File: src/design/message_ring_queue_macros.svh
// assertion macros for the message ring queue
`ifndef MESSAGE_RING_QUEUE_MACROS_SVH
`define MESSAGE_RING_QUEUE_MACROS_SVH
`ifndef NO_ASSERTIONS
// same-cycle implication, sampled on clk, off during reset
`define MRQ_ASSERT_NOW(lbl, ante, cons, msg) \
    lbl: assert property (@(posedge clk) disable iff (!rst_n) (ante) |-> (cons)) \
        else $error(msg);
// next-cycle implication, sampled on clk, off during reset
`define MRQ_ASSERT_NEXT(lbl, ante, cons, msg) \
    lbl: assert property (@(posedge clk) disable iff (!rst_n) (ante) |=> (cons)) \
        else $error(msg);
`else
`define MRQ_ASSERT_NOW(lbl, ante, cons, msg)
`define MRQ_ASSERT_NEXT(lbl, ante, cons, msg)
`endif
`endif

File: src/design/mrq_ram.sv
// generic simple dual-port ram with registered read
module mrq_ram #(
    parameter int WIDTH = 8,
    parameter int DEPTH = 16
) (
    input  logic                     clk,
    input  logic                     we,
    input  logic [$clog2(DEPTH)-1:0] waddr,
    input  logic [WIDTH-1:0]         wdata,
    input  logic [$clog2(DEPTH)-1:0] raddr,
    output logic [WIDTH-1:0]         rdata
);

    logic [WIDTH-1:0] mem [DEPTH];

    always_ff @(posedge clk)
    begin
        if (we)
        begin
            mem[waddr] <= wdata;
        end
        rdata <= mem[raddr];
    end

endmodule

File: config.mk
export PLATFORM = sky130hd
export DESIGN_NAME = mrq_ram
export DESIGN_NICKNAME = d
export VERILOG_FILES = /design/src/design/message_ring_queue_macros.svh /design/src/design/mrq_ram.sv
export SDC_FILE = /design/constraint.sdc
export NUM_CORES = 1
export LEC_CHECK = 0
export CORE_MARGIN = 2
export CORE_UTILIZATION = 62
export CTS_CLUSTER_SIZE = 8
export DETAILED_ROUTE_END_ITERATION = 16
export DONT_BUFFER_PORTS = 1
export PLACE_DENSITY = 0.84
export SYNTH_ARGS = -nofsm -noshare
export SYNTH_HDL_FRONTEND = slang
export SYNTH_SLANG_ARGS = --single-unit
export TNS_END_PERCENT = 10
File: constraint.sdc
create_clock -name clk -period 4.2 [get_ports clk]
set_input_delay 0.84 -clock clk [delete_from_list [all_inputs] [get_ports clk]]
set_output_delay 0.84 -clock clk [all_outputs]
set_load 0.005 [all_outputs]
* After elaboration in Yosys (flattened, before gate mapping)
Memory sizes are Yosys's and may differ from the RTL's. A register that Yosys moved wholly into a read port is not among the register bits.
Cells that the tools add are included.
** Word-level totals
- Register bits :: 0
- Input port bits :: 18
- Logic and storage cells :: 3
- Output and inout bits :: 8
- RAM bits :: 128
- Memories kept :: 1
** Cells by class
- Mux-type cells :: 2
** Memory list
- mem :: words 16, width 8, read ports 1, clocked after Yosys merged registers in 1, wr ports 1, RTL line mrq_ram.sv:14 : logic [WIDTH-1:0] mem [DEPTH];
** Operator list (count)
- $mux 1 :: 2

* Depth between registers and ports, before layout
Gate-level depths: netlist of the first run.
- Depth after elaboration :: 2
- Depth in mapped cells :: 5
- Gate-level depth less buffers :: 3

* Least setup slack after synthesis of the first run
OpenSTA, ideal clock, no wires.
- Path type :: input to register
- Start point :: input port waddr[2]
- End point :: memory mem[0][0], enable pin
- Data arrival time :: 1950 ps
- Slack :: 1867 ps
- Setup time :: 383 ps
- Cell stages on the path :: 2
- Path through :: or3b_2 nor3_1
** RTL lines
- from (decl) :: RTL line mrq_ram.sv:8 : input logic [$clog2(DEPTH)-1:0] waddr,
- to (decl) :: RTL line mrq_ram.sv:14
No word-level cell before the write port.

* Worst setup path in the final report of the first run
- Start point :: input port waddr[2]
- End point :: memory mem[0][6], enable pin
No word-level cell before the write port.

==> results of run 1 <==
[through the flow]
stage / hold WS [ns] / worst slack [ns] / power, mW / cell area [um^2]
after floorplan: 0.629 / 1.87 / 1.63 / 5150
after global placement: 0.655 / 1.78 / 1.63 / 5200
after detailed placement: 0.666 / 1.68 / 1.64 / 5200
after CTS: 0.397 / 2.23 / 3.02 / 5760
after global routing: 0.395 / 2.15 / 3.08 / 5760
final: 0.410 / 2.22 / 3.00 / 5760
[power breakdown]
group	internal (mW)	switching, mW	leakage, nW
combinational	0.0430	0.0363	0.375
clock	0.847	0.549	0.272
sequential	1.52	0.0104	1.22
[cell type report]
cell class                 instances  share of cell area [%]
clock inverter                    14                    2.54
timing repair buffer               1                   0.130
tap                              105                    2.28
clock buffer                      18                    7.25
sequential                       136                    69.5
multi-input combinational         83                    18.3
[registers in the layout, summed over array words and instances, names as in the netlist]
signal and cells:
mem 128, rdata 8
[cell usage after synthesis]
library cell / number / area [um^2]
edfxtp_1: 128 / 3840
mux4_2: 18 / 405
a22oi_1: 16 / 120
mux4_1: 14 / 368
nor2_1: 13 / 48.8
nand2_1: 9 / 33.8
dfxtp_1: 8 / 160
nor3_1: 4 / 20.0
buf_2: 3 / 15.0
buf_6: 3 / 33.8
clkdlybuf4s25_2: 3 / 30.0
nand2b_1: 2 / 12.5
nand3b_1: 2 / 15.0
and2_1: 1 / 6.26
and2b_1: 1 / 7.51
buf_4: 1 / 7.51
nand3_1: 1 / 5.00
nor2b_1: 1 / 6.26
or3b_2: 1 / 8.76
[cells by family (layout without fill, tap and decap cells)]
group                  Yosys count  after routing  synth area share (%)
AO/OA/AOI/OAI                   16             16                  2.33
buffers and inverters           10             33                  1.68
flip-flops                     136            136                  77.8
multiplexers                    32             32                  15.0
AND/OR/NAND/NOR                 35             35                  3.18
[worst max path at each step]
| stage | from | endpoint | cells after the start |
|---|---|---|---|
| global placement | waddr[2] | mem[0][0] | 2 |
| CTS | waddr[2] | mem[0][3] | 2 |
| floorplan | waddr[2] | mem[0][0] | 2 |
| global route | waddr[2] | mem[0][3] | 2 |
| detailed placement | waddr[2] | mem[0][6] | 2 |
| finish | waddr[2] | mem[0][6] | 2 |
[per-layer routing]
layer,global-route usage [%],vias to the layer above,wire [um]
met5,0,-,0
met4,8.70,0,159
met3,6.80,15,827
met2,36.0,118,4650
met1,32.2,1149,3690
li1,-,994,-
==> results.py, run 1 <==
metrics = {
    "run_status": {
        "outcome": "finished, final reports clean",
    },
    "logic_synthesis": {
        "synth_seq_area_share_pct": 77.8,
        "avgSynthCellArea_um2": 22.5,
        "ys_seq_elements": 136,
        "syn_nets": 247,
        "syn_area_um2": 5150,
        "synth_cells": 229,
        "synth_cell_type_count": 19,
        "ys_warn_count": 0,
    },
    "worst_setup_path": {
        "reg2reg_from": "mem[2][3]",
        "crit_required_ns": 4.34,
        "r2r_cells": 3,
        "critPathSlowestCell": "nor3_1",
        "crit_buf_inv": 0,
        "cp.arrival_ns": 2.12,
        "startpoint_type": "input pin",
        "path_delay_family": "simple AND/OR/NAND/NOR gates",
        "crit_fanout": 8,
        "worstSetupPathType": "input pin to flop",
        "rrSetupSlack_ns": 2.77,
        "r2r_end": "rdata[3]",
        "max_stage_delay_ns": 0.78,
        "path_cells": "or3b_2 -> nor3_1",
        "critPathCaptureType": "flop",
    },
    "sta": {
        "drv_slew": 0,
        "finalHoldViolations": 0,
        "setup_viol": 0,
        "final.setup.tns_ns": 0,
        "fin_crit_sh_pct": 47.1,
        "clock.fmax_mhz": 505,
        "fin_crit_ns": 1.98,
        "skew_ns": 0.00704,
        "rsz0062_at_grt": "false",
        "worst_pin_slew_ns": 1.31,
        "max_slew_margin_pct": 11.8,
    },
    "global_routing": {
        "grt_pass1_vias": 2383,
        "grt_pass1_wl_um": 13900,
        "antenna_found_initial": 0,
        "grt_max_degree": 33,
        "grt-ovfl-total": 0,
        "grt_usage_pct": 23.3,
    },
    "clock_tree": {
        "cts_hold_buffers": 0,
        "cts_root_buffer": "clkbuf_8",
        "postCtsSetupBuffers": 0,
        "clk_pin_slew_ns": 0.06,
        "cts_tree": "built",
        "numCtsBuffers": 17,
        "clk_latency_ns": 0.52,
        "clk_path_buf_depth": 2,
        "postCtsResizedCells": 0,
        "clock_sinks": 136,
        "htreeDepth": 4,
    },
    "cells_and_area": {
        "final_cells": 357,
        "syn2layout_area_growth_pct": 12.0,
        "nets": 257,
        "final_common_cell": "edfxtp_1",
        "layout-drive-gt1-share_pct": 20.2,
        "num_antenna_cells": 0,
        "fin_util_pct": 70.9,
        "final_cell_mix": "128 x edfxtp_1, 18 x mux4_2, 16 x a22oi_1, 16 x clkbuf_16, 14 x mux4_1",
        "multi_input_area_um2": 1060,
        "num-fill-cells": 473,
        "regArea_um2": 4000,
    },
    "detailed_routing": {
        "firstDrtPassIters": 4,
        "ant_nets": 0,
        "drc_errors": 0,
        "postRouteWirelength_um": 9320,
        "dr.first_iter.drc_count": 182,
        "wire_per_inst_um": 26.1,
        "viasPerCell": 6.38,
        "num_vias": 2276,
    },
    "run": {
        "max_cap_violations": 0,
    },
    "worst_hold_path": {
        "whs_path_depth": 0,
        "holdPathEnd": "mem[7][0]",
        "min_path_type": "input pin to flop",
        "min_from": "wdata[0]",
    },
    "place": {
        "dp_cells": 325,
        "portBuffers": 0,
        "dp_hpwl_um": 5780,
        "place_congestion": 0.839,
    },
    "die": {
        "die_area_um2": 9050,
        "start_util_pct": 63.3,
        "coreArea_um2": 8130,
        "num_io_pins": 26,
        "fp.dieW_um": 95.1,
        "chipHeight_um": 95.1,
        "rows": 33,
    },
    "power_and_ir_drop": {
        "ir_worst_vdd_mv": 0.354,
        "leakage_nw": 1.87,
        "power.density_nw_per_um2": 521,
    },
}
Power figures use the tool's default switching activity.
==> run 2, diff against run 1 <==
--- a/config.mk
+++ b/config.mk
@@ -5,12 +5,13 @@
 export SDC_FILE = /design/constraint.sdc
 export NUM_CORES = 1
 export LEC_CHECK = 0
+export ABC_AREA = 1
 export CORE_MARGIN = 2
-export CORE_UTILIZATION = 62
+export CORE_UTILIZATION = 57
 export CTS_CLUSTER_SIZE = 8
 export DETAILED_ROUTE_END_ITERATION = 16
 export DONT_BUFFER_PORTS = 1
-export PLACE_DENSITY = 0.84
+export PLACE_DENSITY = 0.81
 export SYNTH_ARGS = -nofsm -noshare
 export SYNTH_HDL_FRONTEND = slang
 export SYNTH_SLANG_ARGS = --single-unit
==> constraint.sdc (replaced) <==
create_clock -name clk -period 1.7 [get_ports clk]
set_input_delay 0.34 -clock clk [delete_from_list [all_inputs] [get_ports clk]]
set_output_delay 0.34 -clock clk [all_outputs]
set_load 0.005 [all_outputs]
==> run 2 against run 1 <==
  * Synthesized area up 12%
  * Hold slack worse by 0.37 ns
  * Clock skew decreased by 0.0012 ns
  * Via count rose by 76%
  * Design area rose by 15%
  * Clock-buffer cell count is 3 higher
  * Largest cell class unchanged
  * Critical path depth shrank 2
  * Wire length increased by 43%
  * Synthesized cell count is 140% higher
  * Die area up 21%
==> results.py, run 2 <==
metrics = {
    "worst_setup_path": {
        "crit_fanout": 1,
        "critPathCaptureType": "output port",
        "crit_required_ns": 1.36,
        "worstSetupPathType": "flop to output port",
        "cp.arrival_ns": 0.91,
        "startpoint_type": "flop",
    },
    "cells_and_area": {
        "syn2layout_area_growth_pct": 14.8,
        "num_antenna_cells": 0,
        "final_common_cell": "nand2_1",
        "multi_input_area_um2": 1210,
        "regMostFlops": "mem",
        "top_regs": "mem (128), rdata (8)",
        "regArea_um2": 4000,
        "final_cell_mix": "173 x nand2_1, 128 x edfxtp_1, 100 x inv_1",
        "nets": 592,
        "layout-drive-gt1-share_pct": 8.69,
        "largest_reg_flops": 128,
        "num-fill-cells": 717,
        "final_cells": 720,
    },
    "global_routing": {
        "grt_pass1_wl_um": 20700,
        "grt_pass1_vias": 3979,
        "grt_usage_pct": 25.8,
        "antenna_found_initial": 0,
        "grt-ovfl-total": 0,
        "grt_max_degree": 66,
    },
    "die": {
        "coreArea_um2": 9820,
        "rows": 36,
        "chipHeight_um": 105,
        "num_io_pins": 26,
        "fp.dieW_um": 105,
        "start_util_pct": 58.7,
        "die_area_um2": 10900,
    },
    "clock_tree": {
        "clk_latency_ns": 0.52,
        "htreeDepth": 4,
        "postCtsSetupBuffers": 0,
        "cts_tree": "built",
        "postCtsResizedCells": 0,
        "clock_sinks": 136,
        "clk_pin_slew_ns": 0.06,
        "cts_root_buffer": "clkbuf_8",
        "clk_path_buf_depth": 2,
        "numCtsBuffers": 17,
    },
    "sta": {
        "fin_crit_ns": 1.25,
        "rsz0062_at_grt": "false",
        "fin_crit_sh_pct": 73.5,
        "worst_pin_slew_ns": 0.840,
        "max_slew_margin_pct": 43.8,
        "skew_ns": 0.00579,
        "setup_viol": 0,
        "clock.fmax_mhz": 800,
        "final.setup.tns_ns": 0,
        "drv_slew": 0,
        "finalHoldViolations": 0,
    },
    "logic_synthesis": {
        "synth.most_common_cell": "nand2_1",
        "syn_area_um2": 5770,
        "synth_top_area_share_pct": 66.7,
        "synth-edff-count": 128,
        "netlist_top_cells_count": "173 x nand2_1, 128 x edfxtp_1, 100 x inv_1, 97 x nand3_1, 17 x nor2_1",
        "synth_seq_area_share_pct": 69.4,
        "ys_warn_count": 0,
        "avgSynthCellArea_um2": 10.5,
        "synthTopCellsByArea": "edfxtp_1 67%, nand2_1 11%, nand3_1 8.4%",
        "synth-main-ff-cell": "edfxtp_1",
        "synth_cell_type_count": 12,
        "ys_seq_elements": 136,
        "async_reset_ff_share_pct": 0,
        "yosysTopAreaCell": "edfxtp_1",
        "syn_nets": 569,
        "synth_cells": 551,
    },
    "power_and_ir_drop": {
        "ir_worst_vdd_mv": 1.53,
        "leakage_nw": 2.84,
        "power.density_nw_per_um2": 1180,
    },
    "place": {
        "portBuffers": 0,
        "dp_cells": 679,
        "place_congestion": 0.884,
        "dp_hpwl_um": 7830,
    },
    "detailed_routing": {
        "firstDrtPassIters": 6,
        "dr.first_iter.drc_count": 418,
        "drc_errors": 0,
        "viasPerCell": 5.55,
        "num_vias": 3997,
        "postRouteWirelength_um": 13300,
        "ant_nets": 0,
        "wire_per_inst_um": 18.5,
    },
    "run": {
        "max_cap_violations": 0,
    },
    "worst_hold_path": {
        "min_path_type": "input pin to flop",
    },
    "run_status": {
        "outcome": "finished, final reports clean",
    },
}
-- run 2: cell count changes in the layout (fill, tap and decap cells not counted), sizes merged, moves of 3 or more --
cell / previous run / this run
clkbuf: 18 / 21
nor3: 4 / 0
mux4: 32 / 0
nand3: 1 / 97
a22oi: 16 / 0
nor2: 13 / 17
inv: 4 / 102
dlygate4sd3: 0 / 9
nand2: 9 / 173
buf: 1 / 19
-- run 2: worst paths after layout --
| kind | startpoint | to | slack, ns | cells past startpoint |
|---|---|---|---|---|
| max | rdata[2] | rdata[2] | 0.45 | 0 |
| min | raddr[2] | rdata[4] | 0.04 | 3 |
| max reg2reg | mem[13][2] | rdata[2] | 0.68 | 6 |
| min reg2reg | mem[11][1] | rdata[1] | 0.68 | 6 |
-- run 2: stage by stage --
step                      power [mW]  hold WS, ns  worst slack, ns  util [%]  area, um^2
after global routing            8.02       0.0393            0.433      67.4        6620
after CTS                       7.84       0.0163            0.422      67.4        6620
after global placement          4.14        0.440            0.441      60.4        5930
after detailed placement        4.15        0.440            0.427      60.4        5930
after floorplan                 4.10        0.439            0.409         -        5770
final                           7.82       0.0363            0.451      67.4        6620
-- run 2: logic make-up (layout without fill, tap and decap cells) --
family / after synthesis / after routing / synth area share (%)
flops: 136 / 136 / 69.4
simple gates: 289 / 289 / 21.0
buf+inv: 126 / 162 / 9.52
-- run 2: cell type report --
| type | count | share of cell area, % |
|---|---|---|
| Tap cell | 133 | 2.51 |
| Clock buffer | 21 | 6.78 |
| Inverter | 102 | 5.78 |
| Multi-Input combinational cell | 289 | 18.3 |
| Timing Repair Buffer | 28 | 3.89 |
| Sequential cell | 136 | 60.5 |
| Clock inverter | 11 | 2.23 |
-- run 2: where the power goes --
part	internal [mW]	switching, mW	total, mW
Sequential	3.75	0.0326	3.78
Clock	2.31	1.34	3.65
Combinational	0.121	0.264	0.385
-- run 2: routing by layer --
layer | track usage (%) | up-vias | routed length [um]
li1 | - | 1820 | -
met1 | 31.5 | 1872 | 4920
met2 | 42.3 | 269 | 6730
met3 | 7.11 | 36 | 1280
met4 | 13.0 | 0 | 385
met5 | 0 | - | 0
-- run 2: repair_timing --
action | CTS | global route
endpoints found under the setup margin | 0 | 0
hold endpoints to repair | 136 | 0
hold buffers | 9 | 0
==> run 3, diff against run 2 <==
--- a/config.mk
+++ b/config.mk
@@ -5,13 +5,13 @@
 export SDC_FILE = /design/constraint.sdc
 export NUM_CORES = 1
 export LEC_CHECK = 0
-export ABC_AREA = 1
+export ABC_AREA = 0
 export CORE_MARGIN = 2
-export CORE_UTILIZATION = 57
+export CORE_UTILIZATION = 56
 export CTS_CLUSTER_SIZE = 8
 export DETAILED_ROUTE_END_ITERATION = 16
 export DONT_BUFFER_PORTS = 1
-export PLACE_DENSITY = 0.81
+export PLACE_DENSITY = 0.8
 export SYNTH_ARGS = -nofsm -noshare
 export SYNTH_HDL_FRONTEND = slang
 export SYNTH_SLANG_ARGS = --single-unit
==> constraint.sdc (replaced) <==
create_clock -name clk -period 1.1 [get_ports clk]
set_input_delay 0.22 -clock clk [delete_from_list [all_inputs] [get_ports clk]]
set_output_delay 0.22 -clock clk [all_outputs]
set_load 0.005 [all_outputs]
==> run 3 against run 2 <==
  * The run now ends with setup timing left
  * Design area down 8.4%
  * Sequential share of layout area is 5.7 points higher
  * Wire length fell by 27%
  * Clock skew about the same
  * Non-clock buffer count decreased by 3
  * Clock-buffer cell count decreased by 3
  * Final cell count decreased by 47%
  * Total power rose by 50%
  * Sequential power rose by 55%
  * Critical path depth is 3 higher
  * Critical path type is now flop to flop
==> results.py, run 3 (synthesis gave the netlist of run 1 again) <==
metrics = {
    "run_status": {
        "outcome": "finished with violations",
        "violations": "setup timing",
    },
    "die": {
        "coreArea_um2": 8810,
        "start_util_pct": 58.5,
        "chipHeight_um": 99.9,
        "num_io_pins": 26,
        "die_area_um2": 9980,
        "rows": 34,
        "fp.dieW_um": 99.9,
    },
    "cells_and_area": {
        "largest_reg_flops": 128,
        "layout-drive-gt1-share_pct": 35.5,
        "top_regs": "mem (128), rdata (8)",
        "syn2layout_area_growth_pct": 17.9,
        "final_cell_mix": "128 x edfxtp_1, 31 x mux4_2, 16 x clkbuf_16",
        "nets": 281,
        "fin_util_pct": 68.9,
        "regMostFlops": "mem",
        "num_antenna_cells": 0,
        "num-fill-cells": 541,
        "final_common_cell": "edfxtp_1",
    },
    "global_routing": {
        "grt_pass1_vias": 2481,
        "grt-ovfl-total": 0,
        "antenna_found_initial": 0,
        "grt_max_degree": 33,
        "grt_pass1_wl_um": 14900,
        "grt_usage_pct": 21.7,
    },
    "detailed_routing": {
        "dr.first_iter.drc_count": 165,
        "ant_nets": 0,
        "firstDrtPassIters": 4,
        "drc_errors": 0,
        "viasPerCell": 6.20,
        "postRouteWirelength_um": 9750,
        "num_vias": 2380,
        "wire_per_inst_um": 25.4,
    },
    "worst_setup_path": {
        "cp.arrival_ns": 1.72,
        "crit_required_ns": 1.48,
        "critPathCaptureType": "flop",
        "crit_fanout": 1,
        "startpoint_type": "flop",
        "worstSetupPathType": "flop to flop",
    },
    "worst_hold_path": {
        "min_path_type": "input pin to flop",
    },
    "power_and_ir_drop": {
        "internal_power_mw": 9.44,
        "leakage_nw": 1.96,
        "power.density_nw_per_um2": 1940,
        "p_comb_share_pct": 3.8,
        "sw_frac_of_total_pct": 19.6,
        "pwr-share-clk_pct": 46.4,
        "seq_power_share_pct": 49.8,
        "ir_worst_vdd_mv": 1.14,
        "p_sw_mw": 2.30,
    },
    "sta": {
        "setup_viol": 8,
        "finalHoldViolations": 0,
        "rsz0062_at_grt": "true",
        "clock.fmax_mhz": 744,
        "max_slew_margin_pct": 35.1,
        "fin_crit_ns": 1.34,
        "skew_ns": 0.00613,
        "setup_slack_ns": -0.243,
        "worst_pin_slew_ns": 0.972,
        "fin_crit_sh_pct": 122,
        "drv_slew": 0,
    },
    "clock_tree": {
        "postCtsSetupBuffers": 0,
        "cts_root_buffer": "clkbuf_8",
        "htreeDepth": 4,
        "clock_sinks": 136,
        "clk_latency_ns": 0.52,
        "numCtsBuffers": 17,
        "clk_pin_slew_ns": 0.06,
        "cts_tree": "built",
        "clk_path_buf_depth": 2,
    },
    "place": {
        "portBuffers": 0,
        "dp_slack_ns": -0.275,
        "dp_hpwl_um": 5580,
        "place_congestion": 0.752,
    },
    "run": {
        "max_cap_violations": 0,
    },
}
-- run 3: through the flow --
step	setup TNS, ns	power (mW)	area (um^2)	hold slack (ns)	std cells
final	-1.33	11.7	6070	0.0226	384
after global routing	-1.74	12.1	6070	0.000302	384
after detailed placement	-7.65	6.28	5370	0.320	343
after floorplan	-14.16	6.24	5160	0.319	229
after global placement	-6.23	6.26	5370	0.320	343
after CTS	-1.41	11.8	6060	0.00398	384
-- run 3: worst max-delay path, cell delays in order, from the launching register on --
cell	delay, ns
edfxtp_1	0.37
mux4_2	0.47
a22oi_2	0.23
nand2_1	0.14
-- run 3: path summary, 6_finish.rpt --
kind | end | start | cells after the start | slack, ns
min | mem[0][3] | waddr[1] | 2 | 0.02
max reg2reg | rdata[3] | mem[0][3] | 3 | -0.24
min reg2reg | rdata[4] | mem[14][4] | 3 | 0.68
max | rdata[3] | mem[0][3] | 3 | -0.24
-- run 3: routing by layer --
metal	global-route usage [%]	vias up	part of all wire [%]
met3	7.17	18	8.7
li1	-	1028	-
met5	0	-	0
met4	7.06	0	1.6
met2	33.3	100	50
met1	30.2	1234	40
-- run 3: cell type report --
cell class,instances,area (um^2),share of cell area [%]
clock buffers,18,418,6.89
well taps,108,135,2.23
multi-input cells,83,1080,17.9
flip-flops and latches,136,4010,66.1
clock inverters,14,158,2.60
repair buffers,25,260,4.29
-- run 3: power groups by stage --
stage                     Combinational [mW]  Sequential, mW  Clock, mW
after global placement                 0.322            5.94          0
after global routing                   0.477            5.85       5.80
after detailed placement               0.328            5.95          0
after CTS                              0.445            5.85       5.52
final                                  0.447            5.85       5.45
after floorplan                        0.312            5.93          0
-- run 3: timing repair --
item | CTS | global route
resized for setup | 11 | 7
hold buffers | 9 | 0
pin swaps | 6 | 3
setup endpoints to repair | 10 | 14
hold endpoints to repair | 131 | 0
